<file path="src/rtl/core/pmkt_pkg.sv">
// ----------------------------------------------------------------------------
// pmkt_pkg
// shared constants and the table row layout for the priority masked keymap
// table
// ----------------------------------------------------------------------------
`default_nettype none

package pmkt_pkg;

    localparam int ENTRIES    = 64;
    localparam int KEY_W      = 16;
    localparam int WORD_W     = 64;
    localparam int MASK_WORDS = 4;
    localparam int MASK_W     = WORD_W * MASK_WORDS;
    localparam int WEIGHT_W   = 10;
    localparam int BYTE_W     = 8;
    localparam int CNT_W      = $clog2(BYTE_W + 1);
    localparam int REQ_W      = 2 * MASK_W;
    localparam int BYTES      = REQ_W / BYTE_W;
    localparam int BYTE_IDX_W = $clog2(BYTES);
    localparam int ENTRY_AW   = (ENTRIES > 1) ? $clog2(ENTRIES) : 1;
    localparam int COUNT_W    = $clog2(ENTRIES + 1);

    localparam logic ACT_LOOKUP = 1'b0;
    localparam logic ACT_INSERT = 1'b1;

    typedef struct packed {
        logic [KEY_W-1:0]    in_key;
        logic [KEY_W-1:0]    out_key;
        logic [WEIGHT_W-1:0] weight;
        logic [MASK_W-1:0]   mod_mask;
        logic [MASK_W-1:0]   lock_mask;
    } pmkt_entry_t;

    localparam int ROW_W = $bits(pmkt_entry_t);

endpackage

`default_nettype wire

</file>
<file path="src/rtl/core/pmkt_weight.sv">
// ----------------------------------------------------------------------------
// pmkt_weight
// serial specificity counter: counts set bits of both required masks, one
// byte per cycle
// ----------------------------------------------------------------------------
`default_nettype none

module pmkt_weight (
    input  wire logic                           aclk,
    input  wire logic                           aresetn,
    input  wire logic                           start,
    input  wire logic [pmkt_pkg::REQ_W-1:0]     req_mask,
    output logic                                done,
    output logic      [pmkt_pkg::WEIGHT_W-1:0]  weight
);

    import pmkt_pkg::*;

    logic                  busy_reg, busy_next;
    logic                  done_reg, done_next;
    logic [BYTE_IDX_W-1:0] byte_idx_reg, byte_idx_next;
    logic [WEIGHT_W-1:0]   acc_reg, acc_next;
    logic [BYTE_W-1:0]     cur_byte;
    logic [CNT_W-1:0]      byte_cnt;

    assign cur_byte = req_mask[byte_idx_reg*BYTE_W +: BYTE_W];

    // popcount of one byte
    always_comb begin
        byte_cnt = '0;
        for (int i = 0; i < BYTE_W; i++) begin
            byte_cnt = byte_cnt + CNT_W'(cur_byte[i]);
        end
    end

    always_comb begin
        busy_next     = busy_reg;
        done_next     = 1'b0;
        byte_idx_next = byte_idx_reg;
        acc_next      = acc_reg;
        if (start) begin
            busy_next     = 1'b1;
            byte_idx_next = '0;
            acc_next      = '0;
        end else if (busy_reg) begin
            acc_next      = acc_reg + WEIGHT_W'(byte_cnt);
            byte_idx_next = byte_idx_reg + BYTE_IDX_W'(1);
            if (byte_idx_reg == BYTE_IDX_W'(BYTES - 1)) begin
                busy_next = 1'b0;
                done_next = 1'b1;
            end
        end
    end

    always_ff @(posedge aclk) begin
        if (!aresetn) begin
            busy_reg     <= 1'b0;
            done_reg     <= 1'b0;
            byte_idx_reg <= '0;
        end else begin
            busy_reg     <= busy_next;
            done_reg     <= done_next;
            byte_idx_reg <= byte_idx_next;
        end
        acc_reg <= acc_next;
    end

    assign done   = done_reg;
    assign weight = acc_reg;

endmodule

`default_nettype wire

</file>
<file path="config.mk">
export PLATFORM = sky130hd
export DESIGN_NAME = pmkt_weight
export DESIGN_NICKNAME = d
export VERILOG_FILES = /design/src/rtl/core/pmkt_pkg.sv /design/src/rtl/core/pmkt_weight.sv
export SDC_FILE = /design/constraint.sdc
export NUM_CORES = 1
export LEC_CHECK = 0
export ABC_AREA = 0
export BUFFER_PORTS_ARGS = -buffer_cell sky130_fd_sc_hd__buf_2
export CAP_MARGIN = 5
export CORE_AREA = 2 2 205 207
export CTS_CLUSTER_SIZE = 8
export DETAILED_ROUTE_END_ITERATION = 8
export DIE_AREA = 0 0 207 209
export MAX_ROUTING_LAYER = met4
export SYNTH_ARGS = -nofsm -noshare
export SYNTH_HDL_FRONTEND = slang
export SYNTH_SLANG_ARGS = --single-unit
</file>
<file path="constraint.sdc">
create_clock -name aclk -period 8.64 [get_ports aclk]
set_input_delay 0.432 -clock aclk [delete_from_list [all_inputs] [get_ports aclk]]
set_output_delay 0.432 -clock aclk [all_outputs]
set_load 0.005 [all_outputs]
</file>
==> run metrics, run 1 <==
Fin Clk Skew about 5.3 ps; CTS sink cnt 18; worst r2r src byte_idx_reg[2]; post-synthesis sequential area ratio a little under 7%; # Post-CTS Setup Buffers 0; max FFs per register 10; Worst Hold Path Cells 2; worst hold-check path type in2reg; root buffer cell clkbuf_16; synthesized flop and latch total 18; vias per cell approximately 4.5; r2r worst-path depth 17; site row count 75; crit-path max FO 51; peak supply drop 0.0638 mV; final WL about 37000 um; Mapped Area between 0.005 and 0.006 sq mm; vias in the first global route between 7000 and 8000; number of port buffers 525; Setup-failing EPs final 0; Rel. slew slack a little over two fifths; Slew @ Worst Pin around 840 ps; Area Growth Syn to Fin 60.0%; Final nets roughly 1500; pwr/cell area roughly 67 mW/mm^2; die footprint 0.0433 sq mm; initial antenna violation count 20; FMAX between 150 and 200 MHz; Total GRT Usage 16.9%; DP HPWL roughly 32000 um; syn avg cell area approximately 12 sq um; CP startpoint byte_idx_reg[2]; Critical Path AT between 6000 and 7000 ps; post-route ant nets 0; reg2reg end weight[8]; initial core utilization between 10% and 20%; crit path launch type register; pin count of the biggest net entering global routing 65; Setup WS post-layout ~2600 ps; RSZ-0062 raised after global routing false; LEAKAGE between 3 and 4 nW; status complete, no violations; grt ovf 0; crit path kind reg2reg; Non-Filler Instances approximately 1500; dominant synthesized flop cell dfxtp_1; Longest Clk Path Bufs 2; CTS tree done; WP data required between 8000 and 9000 ps; initial DRC count approximately 480; H-Tree Depth 1; fraction of registers with async set/reset 0%; FF-to-FF setup slack around 2600 ps; Cell variety after synth 51; first-pass iteration count of the detailed router 5; Worst-Skew Late Latency 250 ps; Clk pin slew, worst setup/hold paths about 60 ps; hold buffers post-CTS 0; dpl cells 1483; CTS buffer count 3; GP Congestion 1.01; Core Box Area around 0.041 sq mm; Ys Warns 0; pins over their slew limit 0; worst setup path endpoint weight[8]; dpl ws ~2500 ps; setup TNS 0 ps; drt drc 0; Worst Setup End Kind register; syn nets 985; vias between 6000 and 7000; share of cells above drive strength 1 a little over two thirds; Die H approximately 210 um; final hold violations 0; Final Util about a fifth; wire length per cell around 25 um; number of flops mapped to enable cells by yosys 0; Final period util between 70% and 80%; # Max-Cap Violations 0; Die X just over 200 um; I/O pin count between 500 and 600; CTS resizes 0; first-pass GRT wire length between 50000 and 60000 um; Mapped Cells around 460; Tmin final between 6000 and 7000 ps
per-layer routing:
layer | global-route usage [%] | vias up | routed length (um)
li1 | - | 2981 | -
met1 | 19.9 | 3236 | 14900
met2 | 30.4 | 453 | 19000
met3 | 2.83 | 40 | 2650
met4 | 2.86 | 0 | 619
met5 | - | - | 0
cells in the final DEF, fill, tap and decap left out, drive strengths merged, types with 7 or more instances in the layout:
master	n
buf	534
mux4	106
mux2i	42
mux2	26
nor2	22
diode	18
dfxtp	18
o22ai	16
o21ai	16
a21oi	14
nor3	13
a211oi	12
a22oi	10
nor2b	9
nand2	9
inv	8
or3	7
ha	7
critical path, stage by stage, from the launching register on:
cell	delay [ps]
dfxtp_4	820
and2_1	720
a22oi_1	210
a221oi_1	700
nor3_1	150
fa_1	510
inv_1	50
fa_1	470
inv_1	50
fa_1	480
inv_1	50
fa_1	410
fa_1	480
a21o_1	180
a21oi_1	250
nor3_1	120
xnor2_1	160
nor2_1	50
cells in the mapped netlist (9+ instances only):
library cell / n / area (sq um)
o22ai_1: 16 / 100
mux2i_1: 42 / 420
mux4_2: 94 / 2120
buf_6: 9 / 101
mux4_1: 12 / 315
a22oi_1: 10 / 75.1
dfxtp_1: 18 / 360
nor3_1: 13 / 65.1
buf_2: 18 / 90.1
mux2_2: 26 / 293
o21ai_0: 16 / 80.1
a21oi_1: 14 / 70.1
nor2_1: 22 / 82.6
a211oi_1: 11 / 82.6
nand2_1: 9 / 33.8
buf_4: 9 / 67.6
nor2b_1: 9 / 56.3
cell families after synthesis:
logic type,share of synthesized area [%]
xor gates and xnor gates,1.32
buffers and inverters,6.91
AOI/OAI and AO/OA,13.2
DFF,6.79
muxes,59.3
and+or+nand+nor,8.98
adders and majority gates,3.54
report_power, final:
group | total [mW] | internal [mW] | switching [mW]
sequential | 0.101 | 0.0894 | 0.0117
clock | 0.104 | 0.0705 | 0.0334
combinational | 0.360 | 0.206 | 0.154
total | 0.565 | 0.366 | 0.199
cell type report:
class / count / area, sq um
Timing Repair Buffer: 534 / 2700
Multi-Input combinational cell: 384 / 4580
Inverter: 8 / 30.0
Tap cell: 539 / 674
Sequential cell: 18 / 375
Fill cell: 4575 / 32800
Clock buffer: 4 / 88.8
Antenna cell: 18 / 45.0
how the worst min path moves through the flow:
stage	slack, ps	to	start
3_3_place_gp	490	weight[9]	weight[9]
5_1_grt	430	busy_reg	aresetn
6_report	410	busy_reg	aresetn
2_1_floorplan	470	weight[9]	weight[9]
3_5_place_dp	480	weight[9]	weight[9]
4_1_cts	400	busy_reg	aresetn
metrics by stage:
| step | hold WS (ps) | total power [mW] | cell area [sq um] |
|---|---|---|---|
| finish | 407 | 0.565 | 8490 |
| global route | 429 | 0.610 | 8480 |
| CTS | 404 | 0.574 | 8440 |
| detailed placement | 480 | 0.466 | 8350 |
| global placement | 486 | 0.463 | 8350 |
| floorplan | 468 | 0.285 | 5310 |
Power figures use the tool's default switching activity.
==> run 2, diff against run 1 <==
- ABC_AREA: 0 -> 1
- CORE_AREA: 2 2 205 207 -> 2 2 202 204
- DIE_AREA: 0 0 207 209 -> 0 0 204 206
- clock period: 8.64 -> 5 ns (I/O delays scaled with it)
==> run 2 against run 1 <==
Die area fell by 2.9%; highest routed layer unchanged; largest cell class unchanged; synthesized area rose by 21%; largest power group unchanged; clock skew fell by 1.1 ps; global-route usage rose by 2.0 points; clock power rose by 61%; maximum frequency rose by 30%; synthesized cell count rose to 3.1 times the previous value; clock-buffer cell count fell by 1; first-iteration DRC count rose by 48%; sequential power rose by 61%.
==> run metrics, run 2 <==
root buffer cell clkbuf_16; most common cell after layout, fill and taps aside nand2_1; initial DRC count 715 (+48%); H-Tree Depth 1 (unchanged); share of cells above drive strength 1 32.3% (-38 points); die footprint 0.0420 sq mm (-2.9%); initial antenna violation count 6 (-70%); largest cells by area after synthesis nand2_1, nand3_1, nor2_1; reg2reg end weight[8]; peak supply drop 0.133 mV (+110%); max FFs per register 10 (unchanged); slowest CP cell fa_1; first-pass GRT wire length 58200 um (+15%); Rel. slew slack 69.1% (+25 points); hold buffers post-CTS 0 (unchanged); syn nets 1953 (+98%); final WL 42800 um (+15%); Hold Worst Slack 233 ps (-174 ps); drt drc 0 (unchanged); FMAX 214 MHz (+30%); r2r worst-path depth 29 (+12); post-route ant nets 0 (unchanged); number of port buffers 525 (unchanged); vias in the first global route 9992 (+41%); initial core utilization 15.9% (+3.1 points); pins over their slew limit 0 (unchanged); Critical Path AT 4870 ps (-1340 ps); Worst Setup End Kind register; CP dominant cell by count nor2_1; synthesized flop and latch total 18 (unchanged); Worst Hold Path Cells 2 (unchanged); Longest Clk Path Bufs 2 (unchanged); post-synthesis sequential area ratio 5.63% (-1.2 points); crit path launch type register; I/O pin count 526 (unchanged); syn avg cell area 4.49 sq um (-61%); pwr/cell area 111 mW/mm^2 (+67%); delay-heaviest family, CP adder cells; cell taking the most area after synthesis nand2_1; Tmin final 4680 ps (-1390 ps); Mapped Cells 1426 (+210%); Setup-failing EPs final 0 (unchanged); Worst-Skew Late Latency 260 ps (about the same); Final Util 25.4% (+4.9 points); vias per cell 4.39 (-1.5%); Clk pin slew, worst setup/hold paths 60 ps (about the same); status complete, no violations; grt ovf 0 (unchanged); final hold violations 0 (unchanged); Ys Warns 0 (unchanged); Core Box Area 0.0402 sq mm (-2.7%); FF-to-FF setup slack 320 ps (-2250 ps); first-pass iteration count of the detailed router 5 (unchanged); Mapped Area 0.00640 sq mm (+21%); dominant synthesized flop cell dfxtp_1; CTS tree done; dpl ws 108 ps (-2430 ps); site row count 74 (-1.3%); number of flops mapped to enable cells by yosys 0 (unchanged); CTS buffer count 3 (unchanged); CP peak stage delay 560 ps (-260 ps); LEAKAGE 5.91 nW (+67%); top cells by count, synth nand2_1, nand3_1, nor2_1, inv_1, buf_2; crit path kind reg2reg; Fin Clk Skew 4.24 ps (-1.11 ps); Final nets 2453 (+66%); crit-path max FO 13 (-75%); Area Growth Syn to Fin 59.6%; Die X 204 um (-1.4%); worst hold-check path type in2reg; worst r2r src byte_idx_reg[0]; most frequent cells in the layout nand2_1, buf_2, nand3_1; Final period util 93.6% (+23 points); Synth top area share 40.8% (+0.87 points); # Max-Cap Violations 0 (unchanged); top-count cell post-synth nand2_1; Tot Pwr 1.14 mW (+100%); WP data required 5190 ps (-3580 ps); Hold Path End weight[6]; hold path startpoint start; placed instance area 0.00975 sq mm (+17%); wire length per cell 17.4 um (-30%); Total GRT Usage 18.8% (+2.0 points); pin count of the biggest net entering global routing 74 (+14%); CTS sink cnt 18 (unchanged); fraction of registers with async set/reset 0% (unchanged); Cell variety after synth 26 (-49%); vias 10800 (+61%); Die H 206 um (-1.4%); Slew @ Worst Pin 463 ps (-378 ps); GP Congestion 0.952 (-5.7%); DP HPWL 34100 um (+6.5%); Bufs and invs on worst path 7 (+4); fin area 0.0102 sq mm (+20%); Setup WS post-layout 321 ps (-2250 ps)
run 2: cells by family (layout without fill, tap and decap cells):
group	Yosys count	count (layout)	share of synthesized area, %
flops	18	18	5.63
simple gates	1119	1119	71.4
xor+xnor	2	2	0.274
buf+inv	188	687	12.8
compound gates	87	87	6.94
fa+ha+maj	12	12	2.93
other cells	0	5	0
run 2: per-stage QoR:
stage | setup TNS, ps | std cells
floorplan | 0 | 1426
global placement | 0 | 2435
detailed placement | 0 | 2435
CTS | 0 | 2439
global route | -9.70 | 2462
finish | 0 | 2462
run 2: repair_timing:
action                                  CTS  global route
endpoints found under the setup margin    0             4
resized for setup                         0            27
setup buffers                             0             9
run 2: worst max-delay path by stage:
stage / startpoint / endpoint / cells past startpoint
2_1_floorplan: byte_idx_reg[0] / weight[8] / 28
3_3_place_gp: byte_idx_reg[0] / weight[8] / 29
3_5_place_dp: byte_idx_reg[0] / weight[8] / 30
4_1_cts: byte_idx_reg[0] / weight[8] / 30
5_1_grt: byte_idx_reg[0] / weight[8] / 29
6_report: byte_idx_reg[0] / weight[8] / 29
run 2: power breakdown:
group          switching [mW]  total (mW)  internal, mW  leakage, nW
registers              0.0106       0.163         0.152        0.148
clock network          0.0601       0.167         0.107       0.0386
logic                   0.438       0.807         0.370         5.72
total                   0.508        1.14         0.629         5.91
run 2: layout make-up:
class / count / area [sq um]
antenna: 5 / 12.5
sequential: 18 / 369
clock inverter: 1 / 3.75
timing repair buffer: 595 / 3450
inverter: 86 / 352
tap: 532 / 666
timing repair inverter: 2 / 27.5
clock buffer: 3 / 75.1
fill: 4824 / 30000
multi-input combinational: 1220 / 5260
run 2: layer usage:
layer | wire, um | track usage (%)
met5 | 0 | -
met2 | 21000 | 32.9
met3 | 2760 | 2.59
met4 | 1660 | 7.25
met1 | 17400 | 21.9
