$ cat config.mk
export PLATFORM = sky130hd
export DESIGN_NAME = pmkt_ram
export DESIGN_NICKNAME = d
export VERILOG_FILES = /design/src/rtl/core/pmkt_ram.sv
export SDC_FILE = /design/constraint.sdc
export NUM_CORES = 1
export LEC_CHECK = 0
export BUFFER_PORTS_ARGS = -buffer_cell sky130_fd_sc_hd__buf_2
export CORE_UTILIZATION = 58
export DETAILED_ROUTE_END_ITERATION = 10
export GPL_ROUTABILITY_DRIVEN = 1
export PLACE_DENSITY = 0.71
export SYNTH_ARGS = -nofsm -noshare
export SYNTH_HDL_FRONTEND = slang
export SYNTH_SLANG_ARGS = --single-unit
$ cat constraint.sdc
create_clock -name aclk -period 6.45 [get_ports aclk]
set_input_delay 1.935 -clock aclk [delete_from_list [all_inputs] [get_ports aclk]]
set_output_delay 1.935 -clock aclk [all_outputs]
set_load 0.02 [all_outputs]
$ cat src/rtl/core/pmkt_ram.sv
// ----------------------------------------------------------------------------
// pmkt_ram
// generic single-port-write, single-port-read ram with registered read data
// ----------------------------------------------------------------------------
`default_nettype none

module pmkt_ram #(
    parameter int WIDTH = 8,
    parameter int DEPTH = 64,
    parameter int AW    = (DEPTH > 1) ? $clog2(DEPTH) : 1
) (
    input  wire logic             aclk,
    input  wire logic             wr_en,
    input  wire logic [AW-1:0]    wr_addr,
    input  wire logic [WIDTH-1:0] wr_data,
    input  wire logic             rd_en,
    input  wire logic [AW-1:0]    rd_addr,
    output logic      [WIDTH-1:0] rd_data
);

    logic [WIDTH-1:0] mem [DEPTH];
    logic [WIDTH-1:0] rd_data_reg;

    always_ff @(posedge aclk) begin
        if (wr_en) begin
            mem[wr_addr] <= wr_data;
        end
    end

    always_ff @(posedge aclk) begin
        if (rd_en) begin
            rd_data_reg <= mem[rd_addr];
        end
    end

    assign rd_data = rd_data_reg;

endmodule

`default_nettype wire

==> impl_results.md, run 1 <==
- CTS tree: built
- Synth area leader: edfxtp_1
- Net Sw Power: 1.40 mW
- Area contributors post-synth: edfxtp_1, mux4_2, nor2_1
- Max FO, Critical Path: between 50 and 60
- Post-DP HPWL: between 20 and 25 mm
- Cell Chain, Critical Path: clkbuf_8, buf_12, mux4_2, mux2_2, o221a_2, nor3_1, o32ai_1
- Hold-fix buffer count after cts: 0
- Clock share of power: 0.409
- Global-route wire length before repair: approximately 62 mm
- Logic gate share of total power: 0.048
- Initial antenna violation count: 4
- Cell family with most CP delay: buffers and inverters
- DRC: 2
- Period utilization: 0.648
- Worst setup EP type: register
- Max cap viols: 0
- Fin nets: approximately 1000
- Vias per std cell: approximately 6.4
- Row count: around 70
- Largest net degree at the start of global routing: 65
- Final WL: ~42 mm
- F_max: around 240 MHz
- Sequential share of power: 0.543
- CTS Buf Count: 50
- Share of layout cells above drive strength 1: 0.250
- Tmin final: between 4000 and 5000 ps
- TritonCTS sink count: 520
- Flip-flop count of the largest register after layout: slightly above 500
- Starting DRT DRC Count: about 1000
- Power density cells: around 300 nW/µm²
- Worst-case vdd ir drop: between 0.0002 and 0.00025 V
- Status: finished, violations left
- Register area share after synthesis: 0.771
- Syn-to-layout area delta: 10.6%
- Crit path required time: slightly below 7000 ps
- Crit-path slowest cell: mux4_2
- Syn nets: slightly below 1000
- Gr usage total: 0.244
- Violated checks: design-rule violations
- Root buf cell: clkbuf_16
- Setup TNS: 0 ps
- Setup violators final: 0
- Synth warnings: 0
- IO buf count: 30
- Fin Clk Skew: between 9 and 10 ps
- Yosys cell types: 39
- Drt pass-1 iters: 8
- Die W: ~190 µm
- Final Hold Viols: 0
- Slew @ Worst Pin: about 1200 ps
- FF+latch count, synth: 520
- Starting Density: 0.588
- Final hold slack: roughly 890 ps
- Most common cell after layout, fill and taps aside: edfxtp_1
- Worst skew pair latency: ~570 ps
- Top-area cell type share of the netlist area: 0.771
- Crit Path Class: input port to register
- Mean Syn Cell Area: 21.5 µm²
- Internal power: between 5 and 6 mW
- Type of origin of the critical path: input port
- CORE AREA: around 34000 µm²
- Vias: about 9500
- Static Leak: 6.95 nW
- DIE AREA: between 30000 and 40000 µm²
- PostCTS Resize Cnt: 0
- CP max stage delay: about 560 ps
- GP Congestion: slightly above 0.8
- CP Buf/Inv Count: 2
- Die H: 189 µm
- Deepest clock path buffer count: 3
- Slew HR: 0.224
- Syn Inst Count: 940
- H-Tree Depth: 2
- Worst path arrival time: ~4500 ps
- Synth Cell Area: just over 20000 µm²
- RSZ-0062 raised after global routing: no
- Min-delay worst type: register to register
- I/O pins: 31
- Clk slew on worst S/H paths: roughly 60 ps
- Switching Share: 0.202
- Vias in the first global route: around 9500
- Most frequent cells in the layout: edfxtp_1, mux4_2, nor2_1
- Remaining antenna violation count after routing: 0
- Setup Fix Bufs, Post-CTS: 0
- Wire per inst: 28.0 µm
- Final slew viol count: 0
- GRT overflow: 0
-- stage by stage --
stage | power [mW] | cells | area, µm² | utilization | setup slack, ps
2_1_floorplan | 4.03 | 940 | 20200 | - | 2710
3_3_place_gp | 4.16 | 1388 | 20800 | 0.603 | 1670
3_5_place_dp | 4.16 | 1388 | 20800 | 0.603 | 1630
4_1_cts | 6.96 | 1479 | 22400 | 0.650 | 2230
5_1_grt | 7.11 | 1479 | 22400 | 0.650 | 2160
6_report | 6.93 | 1481 | 22400 | 0.650 | 2270
-- worst paths after layout --
kind | start | to | slack, ps | cells after the start
hold / removal | mem[22][0]$_DFFE_PP_ | rd_data[0]$_DFFE_PP_ | 890 | 4
hold reg to reg | mem[22][0]$_DFFE_PP_ | rd_data[0]$_DFFE_PP_ | 890 | 4
setup reg to reg | mem[2][5]$_DFFE_PP_ | rd_data[5]$_DFFE_PP_ | 4230 | 4
setup / recovery | rd_addr[0] | rd_data[4]$_DFFE_PP_ | 2270 | 7
-- power groups by stage --
stage / sequential [mW] / combinational, mW / clock (mW)
CTS: 3.76 / 0.335 / 2.87
finish: 3.76 / 0.332 / 2.84
global placement: 3.83 / 0.329 / 0
detailed placement: 3.83 / 0.334 / 0
floorplan: 3.83 / 0.199 / 0
global route: 3.76 / 0.354 / 3.00
-- cell usage after synthesis --
master     count
a2111oi_0      2
a211oi_1       4
a21oi_1        3
a221oi_1       6
a22oi_1        3
a31oi_1        1
and2_1         1
buf_1          4
buf_12         2
buf_2         11
buf_4         13
buf_6          4
clkbuf_1      17
edfxtp_1     520
mux2_2        13
mux2i_1       23
mux4_2       126
nand2_1       19
nand2b_1       7
nand3_1       13
nand3b_1       3
nand4_1        2
nand4b_1       1
nor2_1        83
nor2b_1       14
nor3_1         7
nor4_1         2
o2111ai_1      3
o21a_1         2
o21ai_0        2
o21ai_1        2
o221a_2        2
o221ai_1       8
o22ai_1        8
o2bb2ai_1      3
o311ai_1       1
o32ai_1        2
o41ai_1        2
or3_1          1
-- cell type report --
class / instances / area, µm²
multi-input combinational: 369 / 4320
fill: 2222 / 12100
sequential: 520 / 15600
tap: 455 / 569
antenna: 2 / 5.00
clock buffer: 66 / 1380
timing repair buffer: 44 / 294
clock inverter: 25 / 220
-- worst min-delay path, delay by kind of cell, from the launching register on --
kind	cells	cell delay (ps)
muxes	1	230
and+or+nand+nor	1	70
AOI/OAI and AO/OA	2	170
DFF	1	320
-- logic make-up (layout without fill, tap and decap cells) --
kind of cell    Yosys count  in the layout  share of synthesized area
other cells               0              2                          0
simple gates            153            153                     0.0337
compound gates           54             54                     0.0206
mux                     162            162                      0.159
buf+inv                  51            135                     0.0156
flops                   520            520                      0.771
-- layer usage --
metal  global-route usage  up-vias  part of all wire
met3               0.0473       81             0.083
met2                0.372      419              0.48
met5                    0        -           0.00063
met1                0.362     4937              0.41
met4               0.0779        4             0.026
li1                     -     4027                 -
(Power assumes the default switching activity.)
==> run 2, diff against run 1 <==
CORE_UTILIZATION = 56   (was 58)
PLACE_DENSITY = 0.72   (was 0.71)
clock period = 3.6 ns   (was 6.45 ns; I/O delays follow)
==> run 2 against run 1 <==
Effect of this change:
- the run now ends clean
- sequential cell count stayed put
- design area is 2.9% higher
- combinational power is 94% higher
- first-iteration DRC count is 16% higher
- setup slack worse by 1500 ps
- sequential power is 79% higher
- cell count is 6.1% higher
- non-clock buffer count is 89 higher
==> impl_results.md, run 2 (synthesis results as in run 1) <==
- Vias in the first global route: 9859 (+4.0%)
- Vias: 9922 (+4.8%)
- Die W: 192 µm (+1.8%)
- Internal power: 9.70 mW (+75%)
- Static Leak: 7.39 nW (+6.3%)
- Met3 GRT Util: 0.0510 (+0.00367)
- Worst-case vdd ir drop: 0.000375 V (+65%)
- Flop-to-flop setup slack: 1420 ps (-2810 ps)
- Hold depth: 1 (-3)
- Final WL: 43.3 mm (+4.3%)
- Root buf cell: clkbuf_16
- Wire per inst: 27.6 µm (-1.7%)
- CP max stage delay: 530 ps (-30 ps)
- Met2 usage in global routing: 0.372 (-0.000420)
- CTS tree: built
- Initial antenna violation count: 4 (unchanged)
- Starting Density: 0.569 (-0.0184)
- Type of origin of the critical path: input port
- Final slew viol count: 0 (unchanged)
- Syn-to-layout area delta: 13.8%
- RSZ-0062 raised after global routing: no
- Most frequent cells in the layout: edfxtp_1, mux4_2, buf_4
- Sequential share of power: 0.550 (+0.007)
- CORE AREA: 35600 µm² (+3.2%)
- Largest net degree at the start of global routing: 65 (unchanged)
- Most common cell after layout, fill and taps aside: edfxtp_1
- FF-to-FF path depth: 5 (+1)
- Fin Clk Skew: 16.0 ps (+6.75 ps)
- Row count: 69 (+1.5%)
- M1 GR Usage: 0.355 (-0.00702)
- Power density cells: 531 nW/µm² (+72%)
- IO buf count: 30 (unchanged)
- Switching Share: 0.207 (+0.00541)
- GP Congestion: 0.864 (+6.6%)
- Hold_sp: wr_data[0]
- Deepest clock path buffer count: 3 (unchanged)
- Global-route wire length before repair: 63.6 mm (+2.6%)
- Diode count: 0 (-2)
- Worst setup EP type: register
- Die H: 192 µm (+1.8%)
- Setup Fix Bufs, Post-CTS: 0 (unchanged)
- Vias per std cell: 6.32 (-1.2%)
- Tmin final: approximately 2800 ps
- Logic gate share of total power: 0.053 (+0.005)
- Crit path required time: 3890 ps (-2860 ps)
- Fin nets: 1097 (+8.8%)
- Setup TNS: 0 ps (unchanged)
- Slew HR: 0.195 (-0.0292)
- Crit Path Class: input port to register
- Drt pass-1 iters: 5 (-3)
- DRC: 0 (-2)
- TritonCTS sink count: 520 (unchanged)
- Cell Chain, Critical Path: clkbuf_8, buf_12, mux4_2, mux2_2, o221a_2, nor3_1, o32ai_1
- Starting DRT DRC Count: 1163 (+16%)
- Max FO, Critical Path: 23 (-61%)
- Min-delay worst type: input port to register
- Final hold slack: 773 ps (-119 ps)
- WHS Endpoint: mem[41][0]$_DFFE_PP_
- Flip-flop count of the largest register after layout: 512 (unchanged)
- Period utilization: 0.789
- GRT overflow: 0 (unchanged)
- Post-DP HPWL: 27.1 mm (+9.2%)
- Hold-fix buffer count after cts: 0 (unchanged)
- I/O pins: 31 (unchanged)
- Top Usage Layer GRT: met2
- CTS Buf Count: 50 (unchanged)
- Remaining antenna violation count after routing: 0 (unchanged)
- Crit-path slowest cell: mux4_2
- Clk slew on worst S/H paths: 60 ps (about the same)
- Clock share of power: 0.397 (-0.012)
- Share of layout cells above drive strength 1: 0.306 (+0.0563)
- Status: finished, final reports clean
- Setup violators final: 0 (unchanged)
- Net Sw Power: 2.53 mW (+81%)
- Worst path arrival time: 3130 ps (-1350 ps)
- Gr usage total: 0.243 (-0.000903)
- RR Endpoint: rd_data[5]$_DFFE_PP_
- PostCTS Resize Cnt: 0 (unchanged)
- Worst flop-to-flop path startpoint: mem[3][5]$_DFFE_PP_
- F_max: around 350 MHz
- Worst skew pair latency: 560 ps (about the same)
- DIE AREA: 36900 µm² (+3.5%)
- Slew @ Worst Pin: 1210 ps (+43.8 ps)
- Max cap viols: 0 (unchanged)
- Final Hold Viols: 0 (unchanged)
- H-Tree Depth: 2 (unchanged)
==> run 2: cell types whose count changed in the layout (fill, tap and decap cells not counted), sizes merged <==
cell / previous run / this run
clkinvlp: 0 / 2
inv: 0 / 1
diode: 2 / 0
bufinv: 4 / 2
buf: 43 / 132
clkbuf: 67 / 63
==> run 2: area by class of cell <==
| class | instances | area, µm² |
|---|---|---|
| well taps | 461 | 577 |
| clock buffers | 62 | 1320 |
| fillers | 2361 | 12500 |
| clock inverters | 26 | 183 |
| flip-flops and latches | 520 | 15600 |
| repair buffers | 133 | 1040 |
| multi-input cells | 369 | 4320 |
==> run 2: routing by layer <==
layer	wire [µm]	vias to the layer above
met5	49	-
met4	1150	8
met3	3810	83
met2	20700	468
met1	17600	5171
li1	-	4192
==> run 2: worst max path at each step <==
stage | cells past startpoint | slack (ps) | start | endpoint
6_report | 7 | 760 | rd_addr[0] | rd_data[4]$_DFFE_PP_
5_1_grt | 7 | 710 | rd_addr[0] | rd_data[6]$_DFFE_PP_
4_1_cts | 7 | 750 | rd_addr[0] | rd_data[4]$_DFFE_PP_
3_5_place_dp | 7 | 170 | rd_addr[0] | rd_data[4]$_DFFE_PP_
3_3_place_gp | 7 | 230 | rd_addr[0] | rd_data[4]$_DFFE_PP_
2_1_floorplan | 7 | 710 | rd_addr[1] | rd_data[3]$_DFFE_PP_
==> run 2: critical path: cells and delay by family <==
kind | cells | cell delay, ps
muxes | 2 | 800
and+or+nand+nor | 1 | 300
AOI/OAI and AO/OA | 2 | 410
buffers and inverters | 2 | 510
==> run 2: metrics by stage <==
stage | worst slack [ps] | utilization | area (µm²) | cells | power, mW
after global placement | 225 | 0.606 | 21500 | 1483 | 7.49
final | 759 | 0.648 | 23000 | 1571 | 12.2
after detailed placement | 173 | 0.606 | 21500 | 1483 | 7.50
after global routing | 706 | 0.648 | 23000 | 1571 | 12.6
after floorplan | 714 | - | 20200 | 940 | 7.22
after CTS | 747 | 0.648 | 23000 | 1571 | 12.3
==> run 2: power by group through the flow <==
stage,Combinational (mW),Sequential (mW),Clock (mW)
after global routing,0.683,6.73,5.14
after detailed placement,0.644,6.86,0
after global placement,0.631,6.86,0
after floorplan,0.357,6.86,0
final,0.644,6.73,4.86
after CTS,0.646,6.73,4.93
==> run 3, diff against run 2 <==
clock period = 2.55 ns   (was 3.6 ns; I/O delays follow)
==> run 3 against run 2 <==
Effect of this change:
- clock skew is 1.4 ps lower
- cell count increased by 3.9%
- critical path depth stayed put
- sequential share of layout area is 2.0 points lower
- first-iteration DRC count shrank 9.5%
- register-to-register slack worse by 920 ps
- via count grew 1.9%
- wire length rose by 2.4%
- clock-buffer cell count is 2 lower
- worst hold slack worse by 170 ps
- setup slack worse by 620 ps
- highest routed layer unchanged
==> impl_results.md, run 3 (synthesis results as in run 1) <==
- I/O pins: 31 (unchanged)
- Min-delay worst type: input port to register
- Clk slew on worst S/H paths: 60 ps (about the same)
- Remaining antenna violation count after routing: 0 (unchanged)
- Gr usage total: 0.253 (+0.00962)
- DIE AREA: 36900 µm² (unchanged)
- Slew @ Worst Pin: 706 ps (-502 ps)
- Hold-fix buffer count after cts: 0 (unchanged)
- DRC: 0 (unchanged)
- Vias per std cell: 6.19 (-1.9%)
- Setup violators final: 0 (unchanged)
- Share of layout cells above drive strength 1: 0.346 (+0.0398)
- Final Non-Filler Cells: 1633 (+3.9%)
- Status: finished, final reports clean
- Most common cell after layout, fill and taps aside: edfxtp_1
- Drt pass-1 iters: 8 (+3)
- Crit Path Class: input port to register
- Fin Clk Skew: 14.6 ps (-1.36 ps)
- Worst path arrival time: 2720 ps (-410 ps)
- Max FO, Critical Path: 17 (-26%)
- Placed cells: 1540 (+3.8%)
- Logic gate share of total power: 0.056 (+0.003)
- Row count: 69 (unchanged)
- GRT overflow: 0 (unchanged)
- F_max: approximately 410 MHz
- Syn-to-layout area delta: 17.2%
- CTS tree: built
- Crit path required time: 2860 ps (-1030 ps)
- RSZ-0062 raised after global routing: no
- Initial antenna violation count: 4 (unchanged)
- Sequential share of power: 0.534 (-0.016)
- Final hold slack: 603 ps (-169 ps)
- Starting DRT DRC Count: 1053 (-9.5%)
- Wire per inst: 27.2 µm (-1.5%)
- CTS Buf Count: 50 (unchanged)
- Largest net degree at the start of global routing: 65 (unchanged)
- Final WL: 44.3 mm (+2.4%)
- Die W: 192 µm (unchanged)
- Post-DP HPWL: 29.3 mm (+7.9%)
- Most frequent cells in the layout: edfxtp_1, buf_4, mux4_2
- Setup TNS: 0 ps (unchanged)
- Internal power: 14.2 mW (+46%)
- Starting Density: 0.569 (unchanged)
- Final slew viol count: 0 (unchanged)
- Max cap viols: 0 (unchanged)
- GP Congestion: 0.896 (+3.7%)
- Global-route wire length before repair: 66.0 mm (+3.8%)
- Period utilization: 0.945
- Switching Share: 0.203 (-0.00359)
- H-Tree Depth: 2 (unchanged)
- Root buf cell: clkbuf_16
- Die H: 192 µm (unchanged)
- CORE AREA: 35600 µm² (unchanged)
- Worst-case vdd ir drop: 0.000718 V (+92%)
- Clock share of power: 0.410 (+0.013)
- Pre-CTS WS: -456 ps (-629 ps)
- PostCTS Resize Cnt: 0 (unchanged)
- Static Leak: 7.78 nW (+5.2%)
- Net Sw Power: 3.62 mW (+43%)
- Final worst slack: 140 ps (-619 ps)
- Worst skew pair latency: 570 ps (about the same)
- Slew HR: 0.530 (+0.334)
- Worst setup EP type: register
- IO buf count: 30 (unchanged)
- Final Hold Viols: 0 (unchanged)
- Power density cells: 750 nW/µm² (+41%)
- Flip-flop count of the largest register after layout: 512 (unchanged)
- Tmin final: about 2400 ps
- Final core occ: 0.667 (+0.0195)
- Type of origin of the critical path: input port
- Vias: 10100 (+1.9%)
- Setup Fix Bufs, Post-CTS: 0 (unchanged)
- Vias in the first global route: 10400 (+5.3%)
- TritonCTS sink count: 520 (unchanged)
- Deepest clock path buffer count: 3 (unchanged)
- Fin nets: 1154 (+5.2%)
[run 3: cell count changes in the layout (fill, tap and decap cells not counted), sizes merged]
cell	before	now
buf	132	189
clkinv	21	20
clkinvlp	2	4
bufinv	2	6
diode	0	2
clkbuf	63	61
[run 3: power groups by stage]
stage	registers (mW)	clock network, mW	logic, mW
floorplan	9.69	0	0.505
global placement	9.68	0	0.978
detailed placement	9.69	0	0.998
CTS	9.50	7.41	1.00
global route	9.50	7.71	1.06
finish	9.50	7.30	0.996
[run 3: critical path: stages]
cell and delay, ps:
clkbuf_8 240, buf_12 220, mux4_2 520, mux2_2 300, o221a_2 270, nor3_1 250, o32ai_1 130
[run 3: layout make-up]
cell class,count,area (µm²)
multi-input combinational,369,4320
tap,461,577
clock buffer,60,1310
timing repair buffer,190,1600
sequential,520,15600
antenna,2,5.00
fill,2253,11800
clock inverter,31,313
[run 3: metal layers]
layer	wire (µm)	GRT usage	vias up
li1	-	-	4334
met1	17500	0.352	5262
met2	21900	0.405	444
met3	3720	0.0506	70
met4	1130	0.0833	4
met5	27	0	-
[run 3: through the flow]
stage,cell area [µm²],power [mW]
after floorplan,20200,10.2
after global placement,22100,10.7
after detailed placement,22100,10.7
after CTS,23700,17.9
after global routing,23700,18.3
final,23700,17.8
[run 3: worst paths after layout]
check	from	cells past startpoint	slack [ps]	to
setup / recovery	rd_addr[0]	7	140	rd_data[4]$_DFFE_PP_
hold / removal	rd_en	1	600	rd_data[2]$_DFFE_PP_
setup reg to reg	mem[29][4]$_DFFE_PP_	5	500	rd_data[4]$_DFFE_PP_
hold reg to reg	mem[22][2]$_DFFE_PP_	4	900	rd_data[2]$_DFFE_PP_
